File: config.mk
export PLATFORM = sky130hd
export DESIGN_NAME = one_lane_bridge_arbiter
export DESIGN_NICKNAME = d
export VERILOG_FILES = /design/src/sv/olba_pkg.sv /design/src/sv/olba_step.sv /design/src/sv/one_lane_bridge_arbiter.sv
export SDC_FILE = /design/constraint.sdc
export NUM_CORES = 1
export LEC_CHECK = 0
export ABC_AREA = 1
export BUFFER_PORTS_ARGS = -buffer_cell sky130_fd_sc_hd__buf_2
export CAP_MARGIN = 20
export CORE_MARGIN = 5
export CORE_UTILIZATION = 60
export CTS_CLUSTER_DIAMETER = 80
export DETAILED_ROUTE_END_ITERATION = 8
export PLACE_DENSITY = 0.83
export SLEW_MARGIN = 20
export SYNTH_ARGS = -nofsm -noshare
export SYNTH_HDL_FRONTEND = slang
export SYNTH_HIERARCHICAL = 1
export SYNTH_SLANG_ARGS = --single-unit
export TNS_END_PERCENT = 10
File: constraint.sdc
create_clock -name clk_i -period 7.4 [get_ports clk_i]
set_clock_uncertainty 0.2 [all_clocks]
set_input_delay 0.74 -clock clk_i [delete_from_list [all_inputs] [get_ports clk_i]]
set_output_delay 0.74 -clock clk_i [all_outputs]
set_load 0.05 [all_outputs]
File: src/sv/olba_pkg.sv
// ----------------------------------------------------------------------------
// One-lane bridge arbiter package
// Shared codes, types and constants of the bridge arbiter.
// ----------------------------------------------------------------------------
package olba_pkg;

  // Codes for which side sent a car across in one tick.
  typedef enum logic [1:0] {
    CROSSED_NONE = 2'd0,
    CROSSED_A    = 2'd1,
    CROSSED_B    = 2'd2
  } crossed_e;

  localparam int unsigned LIMIT_WIDTH = 8;
  localparam int unsigned RUN_WIDTH   = 8;

  localparam logic [LIMIT_WIDTH-1:0] CROSS_LIMIT_RESET = 8'd5;
  localparam logic [RUN_WIDTH-1:0]   RUN_MAX           = 8'hFF;

  // Light and run state, passed between the top level and the step logic.
  typedef struct packed {
    logic                 green_a;
    logic                 green_b;
    logic [RUN_WIDTH-1:0] run_count;
  } light_t;

endpackage

File: src/sv/olba_step.sv
// ----------------------------------------------------------------------------
// One-lane bridge arbiter step logic
// Combinational next state and result word for one tick.
// ----------------------------------------------------------------------------
module olba_step #(
  parameter int unsigned COUNT_WIDTH = 8
) (
  input  logic                                car_a_i,
  input  logic                                car_b_i,
  input  logic [olba_pkg::LIMIT_WIDTH-1:0]    cross_limit_i,
  input  logic [COUNT_WIDTH-1:0]              queue_a_i,
  input  logic [COUNT_WIDTH-1:0]              queue_b_i,
  input  olba_pkg::light_t                    light_i,
  output logic [COUNT_WIDTH-1:0]              queue_a_o,
  output logic [COUNT_WIDTH-1:0]              queue_b_o,
  output olba_pkg::light_t                    light_o,
  output olba_pkg::crossed_e                  crossed_o
);

  localparam logic [COUNT_WIDTH-1:0] QueueMax = {COUNT_WIDTH{1'b1}};

  logic [COUNT_WIDTH-1:0] queue_a_add;
  logic [COUNT_WIDTH-1:0] queue_b_add;
  logic                   wait_a;
  logic                   wait_b;
  logic                   send;
  logic [olba_pkg::RUN_WIDTH-1:0] run_inc;

  // Arrivals join the queues first; a full queue drops the arrival.
  always_comb begin
    queue_a_add = queue_a_i;
    queue_b_add = queue_b_i;
    if (car_a_i && (queue_a_i != QueueMax)) begin
      queue_a_add = queue_a_i + COUNT_WIDTH'(1);
    end
    if (car_b_i && (queue_b_i != QueueMax)) begin
      queue_b_add = queue_b_i + COUNT_WIDTH'(1);
    end
  end

  assign wait_a  = (queue_a_add != '0);
  assign wait_b  = (queue_b_add != '0);
  assign run_inc = (light_i.run_count == olba_pkg::RUN_MAX) ?
                   olba_pkg::RUN_MAX :
                   light_i.run_count + olba_pkg::RUN_WIDTH'(1);

  // Decide the lights and whether a car crosses this tick.
  always_comb begin
    light_o = light_i;
    send    = 1'b0;
    if (wait_a != wait_b) begin
      // Only one side waits: it gets the bridge and the run restarts.
      light_o.green_a   = wait_a;
      light_o.green_b   = ~wait_a;
      light_o.run_count = olba_pkg::RUN_WIDTH'(1);
      send              = 1'b1;
    end else if (wait_a) begin
      send = 1'b1;
      if (!light_i.green_a && !light_i.green_b) begin
        // Both red when contention starts: side A wins the tie.
        light_o.green_a   = 1'b1;
        light_o.run_count = run_inc;
      end else if (light_i.run_count < cross_limit_i) begin
        light_o.run_count = run_inc;
      end else begin
        // Run limit reached: swap the lights and start a new run.
        light_o.green_a   = ~light_i.green_a;
        light_o.green_b   = ~light_i.green_b;
        light_o.run_count = olba_pkg::RUN_WIDTH'(1);
      end
    end
  end

  // One car leaves the queue on the green side.
  always_comb begin
    queue_a_o = queue_a_add;
    queue_b_o = queue_b_add;
    crossed_o = olba_pkg::CROSSED_NONE;
    if (send) begin
      if (light_o.green_a) begin
        crossed_o = olba_pkg::CROSSED_A;
        if (queue_a_add != '0) begin
          queue_a_o = queue_a_add - COUNT_WIDTH'(1);
        end
      end else begin
        crossed_o = olba_pkg::CROSSED_B;
        if (queue_b_add != '0) begin
          queue_b_o = queue_b_add - COUNT_WIDTH'(1);
        end
      end
    end
  end

endmodule

File: src/sv/one_lane_bridge_arbiter.sv
// ----------------------------------------------------------------------------
// One-lane bridge arbiter
// Arbitrates a one-lane bridge between two queues of cars, one tick per word.
// ----------------------------------------------------------------------------
// Each accepted input word is one tick: it carries the arrival flags of both
// sides, and the block returns exactly one result word with both lights, both
// waiting counts and the side that sent a car across. A word is accepted in
// every cycle the input is not stalled; its result goes to the result
// register, or to the skid register if that is full. The arbitration state
// is updated in the same cycle the word is accepted, so ticks follow at one
// per clock while the input is not stalled. A two-word output buffer keeps
// input flowing while one result waits; the input stalls only when both are
// full. cross_limit may be written only while the block is idle and sets how
// many cars one side sends in a row while both sides wait; it resets to 5.
module one_lane_bridge_arbiter #(
  parameter int unsigned COUNT_WIDTH = 8
) (
  input  logic                             clk_i,
  input  logic                             rst_ni,
  // Configuration
  input  logic                             cross_limit_we_i,
  input  logic [olba_pkg::LIMIT_WIDTH-1:0] cross_limit_i,
  // Input words
  input  logic                             in_valid_i,
  output logic                             in_stall_o,
  input  logic                             car_a_i,
  input  logic                             car_b_i,
  // Result words
  output logic                             out_valid_o,
  input  logic                             out_stall_i,
  output logic                             green_a_o,
  output logic                             green_b_o,
  output logic [COUNT_WIDTH-1:0]           waiting_a_o,
  output logic [COUNT_WIDTH-1:0]           waiting_b_o,
  output logic [1:0]                       crossed_o
);

  // Result word layout used by the output buffer.
  typedef struct packed {
    logic                   green_a;
    logic                   green_b;
    logic [COUNT_WIDTH-1:0] waiting_a;
    logic [COUNT_WIDTH-1:0] waiting_b;
    olba_pkg::crossed_e     crossed;
  } result_t;

  logic [olba_pkg::LIMIT_WIDTH-1:0] cross_limit_q;
  logic [COUNT_WIDTH-1:0]           queue_a_q, queue_a_d;
  logic [COUNT_WIDTH-1:0]           queue_b_q, queue_b_d;
  olba_pkg::light_t                 light_q, light_d;
  olba_pkg::crossed_e               crossed_d;
  result_t                          result_d;
  result_t                          out_q;
  result_t                          skid_q;
  logic                             out_valid_q;
  logic                             skid_valid_q;
  logic                             in_take;
  logic                             out_take;

  assign in_stall_o = skid_valid_q;
  assign in_take    = in_valid_i && !skid_valid_q;
  assign out_take   = out_valid_q && !out_stall_i;

  // Configuration register.
  always_ff @(posedge clk_i or negedge rst_ni) begin
    if (!rst_ni) begin
      cross_limit_q <= olba_pkg::CROSS_LIMIT_RESET;
    end else if (cross_limit_we_i) begin
      cross_limit_q <= cross_limit_i;
    end
  end

  // Next state and result of one tick.
  olba_step #(
    .COUNT_WIDTH(COUNT_WIDTH)
  ) u_step (
    .car_a_i      (car_a_i),
    .car_b_i      (car_b_i),
    .cross_limit_i(cross_limit_q),
    .queue_a_i    (queue_a_q),
    .queue_b_i    (queue_b_q),
    .light_i      (light_q),
    .queue_a_o    (queue_a_d),
    .queue_b_o    (queue_b_d),
    .light_o      (light_d),
    .crossed_o    (crossed_d)
  );

  assign result_d = '{
    green_a:   light_d.green_a,
    green_b:   light_d.green_b,
    waiting_a: queue_a_d,
    waiting_b: queue_b_d,
    crossed:   crossed_d
  };

  // Arbitration state advances on every accepted word.
  always_ff @(posedge clk_i or negedge rst_ni) begin
    if (!rst_ni) begin
      queue_a_q <= '0;
      queue_b_q <= '0;
      light_q   <= '0;
    end else if (in_take) begin
      queue_a_q <= queue_a_d;
      queue_b_q <= queue_b_d;
      light_q   <= light_d;
    end
  end

  // Output buffer: result register with a skid register behind it.
  always_ff @(posedge clk_i or negedge rst_ni) begin
    if (!rst_ni) begin
      out_valid_q  <= 1'b0;
      skid_valid_q <= 1'b0;
    end else if (skid_valid_q) begin
      if (out_take) begin
        skid_valid_q <= 1'b0;
      end
    end else if (in_take) begin
      if (!out_valid_q || out_take) begin
        out_valid_q <= 1'b1;
      end else begin
        skid_valid_q <= 1'b1;
      end
    end else if (out_take) begin
      out_valid_q <= 1'b0;
    end
  end

  // Payload of the output buffer.
  always_ff @(posedge clk_i) begin
    if (skid_valid_q) begin
      if (out_take) begin
        out_q <= skid_q;
      end
    end else if (in_take) begin
      if (!out_valid_q || out_take) begin
        out_q <= result_d;
      end else begin
        skid_q <= result_d;
      end
    end
  end

  assign out_valid_o = out_valid_q;
  assign green_a_o   = out_q.green_a;
  assign green_b_o   = out_q.green_b;
  assign waiting_a_o = out_q.waiting_a;
  assign waiting_b_o = out_q.waiting_b;
  assign crossed_o   = out_q.crossed;

  // The two lights are never green together.
  a_lights_exclusive: assert property (@(posedge clk_i) disable iff (!rst_ni)
    !(light_q.green_a && light_q.green_b))
    else $error("both lights green");

  // The skid register only fills behind a full result register.
  a_skid_behind_out: assert property (@(posedge clk_i) disable iff (!rst_ni)
    skid_valid_q |-> out_valid_q)
    else $error("skid register valid while result register empty");

  // A car crosses only from the side whose light is green in that result.
  a_cross_on_green: assert property (@(posedge clk_i) disable iff (!rst_ni)
    out_valid_q |-> ((out_q.crossed != olba_pkg::CROSSED_A) || out_q.green_a) &&
                    ((out_q.crossed != olba_pkg::CROSSED_B) || out_q.green_b))
    else $error("car crossed against a red light");

  // A buffered word is not lost while the sink stalls.
  a_skid_holds: assert property (@(posedge clk_i) disable iff (!rst_ni)
    (skid_valid_q && out_stall_i) |=> skid_valid_q)
    else $error("skid word dropped while stalled");

endmodule
Word level (Yosys, flattened, before mapping)
Cells that the tools add are included.
W data, S select, Z words.
{"block": "op_classes", "add_sub_neg": 5, "n_lt_le_gt_ge": 1, "eq_ne": 6, "muxes": 31, "n_bitwise": 5, "n_reduce_logical": 21}
{"cell": "$mux W8", "n": 11}
{"cell": "$mux W20", "n": 4}
{"cell": "$add A8 B1 Y8 const B", "n": 3}
{"cell": "$mux W10", "n": 2}
{"cell": "$ne A8 B8 Y1 const B", "n": 2}
{"cell": "$reduce_bool A8 Y1", "n": 2}
{"cell": "$sub A8 B1 Y8 const B", "n": 2}
{"cell": "$mux W1", "n": 11}
{"cell": "$reduce_and A3 Y1", "n": 3}
{"cell": "$eq A8 B8 Y1 const B", "n": 1}
{"cell": "$lt A8 B8 Y1", "n": 1}
{"cell": "$reduce_bool A2 Y1", "n": 4}
{"cell": "$mux W2", "n": 3}
{"cell": "$logic_and A1 B1 Y1", "n": 5}
{"cell": "$logic_not A1 Y1", "n": 5}
{"cell": "$not A1 Y1", "n": 5}
{"cell": "$ne A2 B1 Y1 const B", "n": 2}
{"cell": "$reduce_and A2 Y1", "n": 1}
{"cell": "$logic_or A1 B1 Y1", "n": 1}
{"cell": "$ne A1 B1 Y1", "n": 1}
{"block": "totals", "register_bits": 76, "input_bits": 15, "out_inout_bits": 22, "word_cells": 87}

Logic depth before layout (Yosys ltp)
Gate-level depths: netlist of run 1.
{"block": "depth", "ltp_word": 11, "depth_mapped": 26}

By module
The synthesis of run 1 kept the hierarchy.
{"module": "one_lane_bridge_arbiter", "n_inst": 1, "cells_per_inst": 271, "area_each_um2": 3115.5, "seq_area_each_um2": 2104.5}
{"module": "olba_step", "n_inst": 1, "cells_per_inst": 361, "area_each_um2": 1815.5, "seq_area_each_um2": 0.0}

Worst setup path before layout of run 1
No wires, ideal clock.
{"block": "synth_timing", "path_kind": "input to register", "startpoint": "input port car_a_i", "endpoint": "register out_q (netlist bit waiting_a_o[4]) (data pin)", "setup_time_ps": 252, "arrival_time_ps": 3070, "path_slack_ps": 3878, "path_stages": 20, "path_cell_list": "buf_2 -> nand2_4 -> xnor2_1 -> inv_1 -> ha_1 -> nand3_2 -> nor2_4 -> nand2_4 -> inv_1 -> buf_4 -> ha_1 -> buf_2 -> inv_1 -> nand2_4 -> nand2_4 -> nand2_4 -> nand2_1 -> o21ai_1 -> nand2_1 -> nand2_1"}
{"item": "start: declaration", "line_no": "one_lane_bridge_arbiter.sv:26", "text": "input logic car_a_i,"}
{"item": "end signal: assignment", "line_no": "one_lane_bridge_arbiter.sv:134", "text": "out_q <= skid_q;"}
{"item": "end signal: assignment", "line_no": "one_lane_bridge_arbiter.sv:138", "text": "out_q <= result_d;"}
{"item": "end: declaration", "line_no": "one_lane_bridge_arbiter.sv:53", "text": "result_t out_q;"}

==> impl_metrics.py, run 1 <==
metrics = {
    "sta": {
        "rsz0062_at_grt": "false",
        "timing.hold.ws_ns": 0.285,
        "worst_pin_slew_ns": 0.924,
        "hold_viol": 0,
        "layout_min_cycle_time_ns": 4.13,
        "timing.fmax_ghz": 0.242,
        "setup_viol": 0,
        "setup_tns_ns": 0,
        "worst_slack_ns": 3.27,
        "slew_headroom": 0.384,
        "fin_crit_sh": 0.558,
        "slew_viol_final": 0,
    },
    "yosys": {
        "yosys.area.top_type": "edfxtp_1",
        "ys_top_cells_by_count": "249 x nand2_1, 78 x inv_1, 40 x edfxtp_1",
        "ys_types": 40,
        "ys.flop_type": "edfxtp_1",
        "synth_edf_count": 40,
        "synthCells": 632,
        "yosys-top-cells-area": "edfxtp_1 24%, nand2_1 19%, dfrtp_1 17%",
        "synthArstFlopShare": 0.474,
        "syn_avg_cell_area_um2": 7.80,
        "ys_ff_latch": 76,
        "ys_seq_area_frac": 0.427,
        "synth_top_area_share": 0.244,
        "syn_nets": 660,
        "synth_area_um2": 4930,
        "synth_most_common_cell": "nand2_1",
        "ys_warn_count": 6,
    },
    "cts": {
        "cts_resized": 0,
        "cts.sinks": 76,
        "cts_tree": "built",
        "clk_pin_slew_ns": 0.09,
        "hold_buffers": 0,
        "cts_buffers": 9,
        "cts_buffer_depth": 2,
        "cts_max_level": 3,
        "cts-root-buf": "clkbuf_8",
        "postCtsSetupBuffers": 0,
        "clk_latency_ns": 0.35,
    },
    "routing": {
        "via_per_inst": 5.40,
        "routed_wl_mm": 10.9,
        "drt_pass1_iterations": 5,
        "antenna_left": 0,
        "drt_iter0_drc": 278,
        "dr_total_vias": 4165,
        "post-route-drc-count": 0,
        "routedWlPerCell_um": 14.1,
    },
    "cells_and_area": {
        "fin_nets": 689,
        "diodes": 0,
        "nFillCells": 726,
        "final_area_um2": 5260,
        "layout-area-overhead-vs-synth_pct": 6.62,
        "layout-drive-gt1-share": 0.156,
    },
    "power": {
        "internal_power_mw": 1.25,
        "power_density_nw_per_um2": 489,
        "swShare": 0.515,
        "clkPwrFrac": 0.131,
        "power_frac_seq": 0.314,
        "p_comb_frac": 0.555,
        "peakVddDrop_mv": 0.205,
        "p_total_mw": 2.57,
        "leakagePower_nw": 2.70,
        "p_sw_mw": 1.32,
    },
    "setup_path": {
        "worstSetupPathType": "reg -> reg",
        "worstPathMaxFanout": 16,
        "crit_arrival_ns": 4.14,
        "critPathRequiredTime_ns": 7.41,
        "endpoint_kind": "flip-flop",
        "start_kind": "flip-flop",
    },
    "placement": {
        "dp.final_hpwl_mm": 7.54,
        "placedInstanceArea_um2": 5050,
        "dp_slack_ns": 3.34,
        "place_congestion": 0.945,
        "numPortBuffers": 36,
    },
    "global_routing": {
        "grt_max_degree": 48,
        "grtUsageTotal": 0.227,
        "gr-total-overflow": 0,
        "grt_pass1_vias": 3977,
        "grt_pass1_wl_mm": 18.3,
        "antenna_found_initial": 0,
    },
    "floorplan": {
        "die-height_um": 101,
        "core_area_um2": 8090,
        "io_pins": 37,
        "die_w_um": 101,
        "die_area_um2": 10100,
        "start_util": 0.609,
        "row_count": 33,
    },
    "hold_path": {
        "worst_hold_path_type": "reg -> reg",
    },
    "status": {
        "outcome": "finished clean",
    },
    "flow_run": {
        "max-cap-violations": 0,
    },
}
-- logic make-up (layout without fill, tap and decap cells) --
family,after synthesis,after routing,synth area share
flip-flops,76,76,0.427
buffers and inverters,100,134,0.103
AND/OR/NAND/NOR,384,384,0.366
XOR/XNOR,11,11,0.0195
AO/OA/AOI/OAI,48,48,0.0520
adder cells (fa/ha/maj),13,13,0.0330
-- metrics by stage --
stage	instances	utilization
3_3_place_gp	755	0.624
4_1_cts	771	0.650
2_1_floorplan	632	-
3_5_place_dp	755	0.624
5_1_grt	771	0.650
6_report	771	0.650
-- worst paths after layout --
path,from,endpoint,slack (ns),depth (start not counted)
max,queue_a_q[0],waiting_a_o[7],3.27,22
min,cross_limit_q[0],cross_limit_q[0],0.29,2
max in group asynchronous,rst_ni,queue_a_q[7],6.12,1
min in group asynchronous,rst_ni,queue_b_q[4],0.31,1
min reg2reg,cross_limit_q[0],cross_limit_q[0],0.29,2
max reg2reg,queue_a_q[0],waiting_a_o[7],3.27,22
-- flip-flops by register name (all words and copies together), names as in the netlist, 2 cells and up --
| signal | flops |
|---|---|
| cross_limit_q | 8 |
| crossed_o | 2 |
| light_q | 10 |
| queue_a_q | 8 |
| queue_b_q | 8 |
| skid_q | 20 |
| waiting_a_o | 8 |
| waiting_b_o | 8 |
-- power groups by stage --
stage,sequential [mW],clock [mW],combinational (mW)
global route,0.830,0.364,1.58
CTS,0.809,0.343,1.42
finish,0.809,0.336,1.43
floorplan,0.998,0,0.964
detailed placement,0.815,0,1.40
global placement,0.809,0,1.37
-- area by class of cell --
cell class / count / area (um2) / area share
multi-input cells: 456 / 2320 / 0.441
well taps: 105 / 131 / 0.0250
inverters: 81 / 309 / 0.0588
clock inverters: 7 / 82.6 / 0.0157
flip-flops and latches: 76 / 2100 / 0.400
repair buffers: 37 / 188 / 0.0357
clock buffers: 9 / 124 / 0.0236
-- cell usage in the layout (no fill, tap or decap), drive strengths merged, types with 2 or more instances in the layout --
cell,synthesis,routed
nand2,264,264
inv,80,84
nand3,59,59
edfxtp,40,40
nor2,40,40
buf,19,37
dfrtp,34,34
o21ai,28,28
ha,13,13
a21oi,12,12
nand4,11,11
clkbuf,0,9
xor2,7,7
xnor2,4,4
nand3b,3,3
nor3,3,3
or2,3,3
clkinvlp,0,2
dfstp,2,2
a31oi,2,2
-- worst max-delay path: stages (launching register included) --
cell     delay, ns
dfrtp_1       0.45
ha_1          0.26
inv_1         0.09
nor2_4        0.16
nand2_4       0.09
nand2_4       0.09
inv_2         0.05
nand2_1       0.05
nand2_1       0.10
inv_1         0.11
ha_1          0.25
nand3_2       0.12
nor2_4        0.12
nand2_4       0.13
inv_1         0.27
ha_1          0.39
inv_1         0.21
nand2_4       0.11
nand2_4       0.14
nand2_4       0.10
o21ai_1       0.30
nand2_1       0.11
nand2_1       0.08
-- routing by layer --
layer / routed length (um) / global-route usage
met5: 0 / 0
met4: 258 / 0.0912
met2: 5130 / 0.369
met1: 4790 / 0.302
met3: 667 / 0.0374
Power figures use the tool's default switching activity.
==> run 2: changes to the inputs <==
- clock period: 7.4 -> 4 ns (I/O delays scaled with it)
==> run 2 against run 1 <==
  * Maximum frequency is 10% higher
  * Critical endpoint unchanged
  * Register-to-register slack worse by 3.0 ns
  * Sequential power is 84% higher
==> impl_metrics.py, run 2 (same netlist as run 1, synthesis figures left out) <==
metrics = {
    "status": {
        "outcome": "finished clean",
    },
    "global_routing": {
        "grt_pass1_wl_mm": 18.0,
        "use_met1": 0.298,
        "antenna_found_initial": 0,
        "grtUsageTotal": 0.224,
        "globalRouteMet3Util": 0.0394,
        "gr-usage-met2": 0.367,
        "gr-total-overflow": 0,
        "grt_max_degree": 48,
        "grt_pass1_vias": 3872,
        "grt_busiest_layer": "met2",
    },
    "cts": {
        "clk_pin_slew_ns": 0.09,
        "cts_max_level": 3,
        "cts_buffer_depth": 2,
        "cts-root-buf": "clkbuf_8",
        "cts.sinks": 76,
        "cts_tree": "built",
        "cts_buffers": 9,
        "postCtsSetupBuffers": 0,
        "clk_latency_ns": 0.37,
    },
    "power": {
        "leakagePower_nw": 2.72,
        "peakVddDrop_mv": 0.275,
        "power_density_nw_per_um2": 894,
        "p_total_mw": 4.72,
    },
    "routing": {
        "drt_pass1_iterations": 5,
        "post-route-drc-count": 0,
        "dr_total_vias": 4159,
        "drt_iter0_drc": 409,
        "routed_wl_mm": 10.8,
        "antenna_left": 0,
        "via_per_inst": 5.37,
        "routedWlPerCell_um": 13.9,
    },
    "setup_path": {
        "worstPathMaxFanout": 11,
        "cp_cell_sequence": "ha_1, nand2_1, inv_1, nand3_1, nand2_2, inv_1, nand2_1, nand2_1, inv_1, nand2_1, nor2_1, nand3_2, inv_1, ha_2, inv_1, nand2_4, nand2_4, nand2_4, nand2_1, o21ai_2, nand2_1, nand2_1",
        "start_kind": "flip-flop",
        "slowest_delay_ns": 0.42,
        "slowest_stage": "dfrtp_1",
        "r2r-start": "queue_b_q[0]",
        "crit_buf_inv": 5,
        "cp.depth": 22,
        "endpoint_kind": "flip-flop",
        "crit_path_frequent_cell": "nand2_1",
        "worstSetupPathType": "reg -> reg",
        "crit_arrival_ns": 3.67,
        "critPathRequiredTime_ns": 3.91,
        "reg2reg_to": "waiting_a_o[7]",
        "rrSetupSlack_ns": 0.24,
        "rr_worst_depth": 22,
        "crit_family": "simple AND/OR/NAND/NOR gates",
    },
    "floorplan": {
        "core_area_um2": 8090,
        "die-height_um": 101,
        "die_area_um2": 10100,
        "row_count": 33,
        "start_util": 0.609,
        "io_pins": 37,
        "die_w_um": 101,
    },
    "placement": {
        "numPortBuffers": 36,
        "dp.final_hpwl_mm": 7.69,
        "place_congestion": 0.974,
        "placedInstanceArea_um2": 5070,
        "dp_cells": 758,
    },
    "cells_and_area": {
        "diodes": 0,
        "largest_reg_flops": 20,
        "layout-area-overhead-vs-synth_pct": 7.16,
        "fin_cells": 775,
        "final_area_um2": 5280,
        "layout_commonest_cell": "nand2_1",
        "final_cell_mix": "248 x nand2_1, 78 x inv_1, 40 x edfxtp_1, 36 x nor2_1, 36 x buf_2",
        "layout-drive-gt1-share": 0.166,
        "fin_nets": 693,
        "top_regs": "skid_q x20, light_q x10",
        "regMostFlops": "skid_q",
    },
    "sta": {
        "slew_viol_final": 0,
        "timing.fmax_ghz": 0.266,
        "setup_viol": 0,
        "setup_tns_ns": 0,
        "rsz0062_at_grt": "false",
        "slew_headroom": 0.378,
        "layout_min_cycle_time_ns": 3.76,
        "worst_pin_slew_ns": 0.933,
        "fin_crit_sh": 0.939,
        "hold_viol": 0,
    },
    "hold_path": {
        "min_to": "cross_limit_q[6]",
        "hp-start": "cross_limit_i[6]",
        "worst_hold_path_type": "in -> reg",
        "hold_depth": 3,
    },
    "flow_run": {
        "max-cap-violations": 0,
    },
}
[run 2: how the worst max path moves through the flow]
stage	startpoint	end	slack, ns
2_1_floorplan	queue_a_q[0]	waiting_a_o[4]	0.49
3_3_place_gp	queue_a_q[0]	waiting_a_o[0]	0.37
3_5_place_dp	queue_a_q[0]	waiting_a_o[7]	0.21
4_1_cts	queue_a_q[0]	waiting_a_o[7]	0.20
5_1_grt	queue_a_q[0]	waiting_a_o[0]	0.02
6_report	queue_b_q[0]	waiting_a_o[7]	0.24
[run 2: repair_timing]
action | CTS | global route
resized for setup | 0 | 4
endpoints found under the hold margin | 34 | 0
endpoints found under the setup margin | 0 | 12
hold buffers | 1 | 0
[run 2: worst min-delay path, delay by kind of cell]
family,cells,cell delay (ns)
AOI/OAI and AO/OA,1,0.06
and+or+nand+nor,1,0.03
buffers and inverters,1,0.07
[run 2: power breakdown]
part	internal [mW]	total (mW)	switching [mW]
Sequential	1.27	1.49	0.224
Clock	0.240	0.568	0.328
Combinational	0.756	2.66	1.91
[run 2: through the flow]
step	utilization	hold slack, ns	worst slack [ns]
floorplan	-	-0.0956	0.490
finish	0.653	0.0406	0.244
detailed placement	0.627	0.272	0.210
CTS	0.652	0.0231	0.205
global route	0.653	0.0437	0.0183
global placement	0.627	0.263	0.374
[run 2: area by class of cell]
type                       count  area, um2
inverter                      81        309
timing repair buffer          41        220
clock inverter                 7       65.1
clock buffer                   9        124
fill                         689       2810
tap                          105        131
multi-input combinational    456       2330
sequential                    76       2100
[run 2: layer usage]
metal	up-vias	part of all wire
li1	2080	-
met1	1913	0.43
met2	147	0.48
met3	19	0.071
met4	0	0.020
met5	-	0
==> run 3: changes to the inputs <==
- GPL_TIMING_DRIVEN: default -> 1
- PLACE_DENSITY: 0.83 -> 0.79
==> run 3 against run 2 <==
  * Design area is 0.14% lower
  * Register-to-register slack improved by 0.06 ns
  * Count of clock-buffer cells in the layout is the same
  * Maximum frequency rose by 1.6%
  * Sequential power hardly changed
  * Cell count rose by 0.13%
  * Highest routed layer unchanged
  * Non-clock buffer count grew 1
  * Worst setup slack gained 0.060 ns
==> impl_metrics.py, run 3 (same netlist as run 1, synthesis figures left out) <==
metrics = {
    "global_routing": {
        "grt_pass1_wl_mm": 17.7,
        "grtUsageTotal": 0.220,
        "grt_pass1_vias": 3916,
        "grt_max_degree": 48,
        "antenna_found_initial": 0,
        "gr-total-overflow": 0,
    },
    "cts": {
        "cts_tree": "built",
        "cts_max_level": 3,
        "cts-root-buf": "clkbuf_8",
        "clk_latency_ns": 0.35,
        "cts_buffer_depth": 2,
        "clk_pin_slew_ns": 0.08,
        "cts.sinks": 76,
        "cts_buffers": 9,
        "postCtsSetupBuffers": 0,
    },
    "floorplan": {
        "row_count": 33,
        "core_area_um2": 8090,
        "die_w_um": 101,
        "start_util": 0.609,
        "die_area_um2": 10100,
        "die-height_um": 101,
        "io_pins": 37,
    },
    "routing": {
        "drt_iter0_drc": 186,
        "met2_length_mm": 5.09,
        "drt_pass1_iterations": 5,
        "dr_total_vias": 4138,
        "routed-wl-met3_um": 691,
        "via_per_inst": 5.33,
        "routed_wl_mm": 10.5,
        "top_layer": "met4",
        "post-route-drc-count": 0,
        "antenna_left": 0,
        "met1Wirelength_mm": 4.56,
        "routedWlPerCell_um": 13.6,
    },
    "setup_path": {
        "worstSetupPathType": "reg -> reg",
        "endpoint_kind": "flip-flop",
        "crit_arrival_ns": 3.60,
        "critPathRequiredTime_ns": 3.91,
        "worstPathMaxFanout": 11,
        "start_kind": "flip-flop",
    },
    "cells_and_area": {
        "nFillCells": 715,
        "fin_nets": 694,
        "diodes": 0,
        "layout-drive-gt1-share": 0.162,
        "final_area_um2": 5280,
        "regMostFlops": "skid_q",
        "layout_commonest_cell": "nand2_1",
        "fin_cells": 776,
        "largest_reg_flops": 20,
        "top_regs": "skid_q x20, light_q x10",
        "layout-area-overhead-vs-synth_pct": 7.00,
        "final_cell_mix": "249 x nand2_1, 78 x inv_1, 40 x edfxtp_1, 36 x nor2_1, 36 x buf_2",
    },
    "power": {
        "p_total_mw": 4.69,
        "power_frac_seq": 0.319,
        "clkPwrFrac": 0.119,
        "p_comb_frac": 0.563,
        "internal_power_mw": 2.26,
        "peakVddDrop_mv": 0.315,
        "p_sw_mw": 2.42,
        "power_density_nw_per_um2": 888,
        "leakagePower_nw": 2.72,
        "swShare": 0.517,
    },
    "placement": {
        "place_congestion": 0.962,
        "dp_slack_ns": 0.273,
        "numPortBuffers": 36,
        "dp_cells": 759,
        "dp.final_hpwl_mm": 7.62,
        "placedInstanceArea_um2": 5080,
    },
    "sta": {
        "rsz0062_at_grt": "false",
        "slew_headroom": 0.397,
        "layout_min_cycle_time_ns": 3.70,
        "fin_crit_sh": 0.924,
        "timing.fmax_ghz": 0.271,
        "hold_viol": 0,
        "worst_pin_slew_ns": 0.904,
        "setup_tns_ns": 0,
        "slew_viol_final": 0,
        "worst_slack_ns": 0.304,
        "setup_viol": 0,
    },
    "flow_run": {
        "max-cap-violations": 0,
    },
    "status": {
        "outcome": "finished clean",
    },
    "hold_path": {
        "worst_hold_path_type": "in -> reg",
    },
}
-- run 3: path summary, 6_finish.rpt --
path | start | to | slack [ns] | depth (start not counted)
min in group asynchronous | rst_ni | cross_limit_q[3] | 0.49 | 2
max in group asynchronous | rst_ni | queue_a_q[0] | 2.58 | 2
setup / recovery | queue_a_q[0] | waiting_a_o[2] | 0.30 | 23
hold reg to reg | cross_limit_q[0] | cross_limit_q[0] | 0.27 | 2
setup reg to reg | queue_a_q[0] | waiting_a_o[2] | 0.30 | 23
hold / removal | cross_limit_i[3] | cross_limit_q[3] | 0.05 | 3
-- run 3: metrics by stage --
step,util,hold WS [ns]
floorplan,-,-0.0956
detailed placement,0.628,0.263
CTS,0.652,0.0385
finish,0.652,0.0496
global route,0.652,0.0560
global placement,0.628,0.260
-- run 3: power by group through the flow --
| stage | registers (mW) | logic, mW | clock network (mW) |
|---|---|---|---|
| 3_5_place_dp | 1.51 | 2.62 | 0 |
| 2_1_floorplan | 1.85 | 1.78 | 0 |
| 5_1_grt | 1.53 | 2.93 | 0.602 |
| 4_1_cts | 1.50 | 2.62 | 0.564 |
| 6_report | 1.49 | 2.64 | 0.555 |
| 3_3_place_gp | 1.49 | 2.55 | 0 |
-- run 3: layer usage --
layer  global-route usage  up-vias
li1                     -     2079
met1                0.287     1887
met2                0.370      153
met3               0.0381       19
met4               0.0746        0
met5                    0        -
-- run 3: cell type report --
type                    count  area (um2)  area share
flip-flops and latches     76        2100       0.399
clock inverters             7        58.8      0.0111
clock buffers               9         124      0.0235
inverters                  81         309      0.0586
multi-input cells         456        2320       0.440
repair buffers             42         228      0.0432
well taps                 105         131      0.0249
-- run 3: worst max-delay path, cell delays in order (launching register included) --
cell     delay (ns)
dfrtp_1        0.45
ha_1           0.26
inv_1          0.09
nor2_4         0.15
nand2_4        0.09
nand2_4        0.09
inv_2          0.05
nand2_1        0.05
nand2_1        0.09
inv_1          0.09
ha_1           0.25
nand3_2        0.12
nor2_4         0.12
nand2_4        0.05
inv_1          0.07
ha_2           0.33
inv_1          0.19
nand2_4        0.11
nand2_4        0.15
nand2_4        0.10
nand2_1        0.08
nand2_1        0.10
nand2_1        0.09
nand2_1        0.07
-- run 3: repair_timing --
item / CTS / global route
resized for setup: 0 / 1
endpoints found under the setup margin: 0 / 2
hold endpoints to repair: 34 / 0
hold buffers: 1 / 0
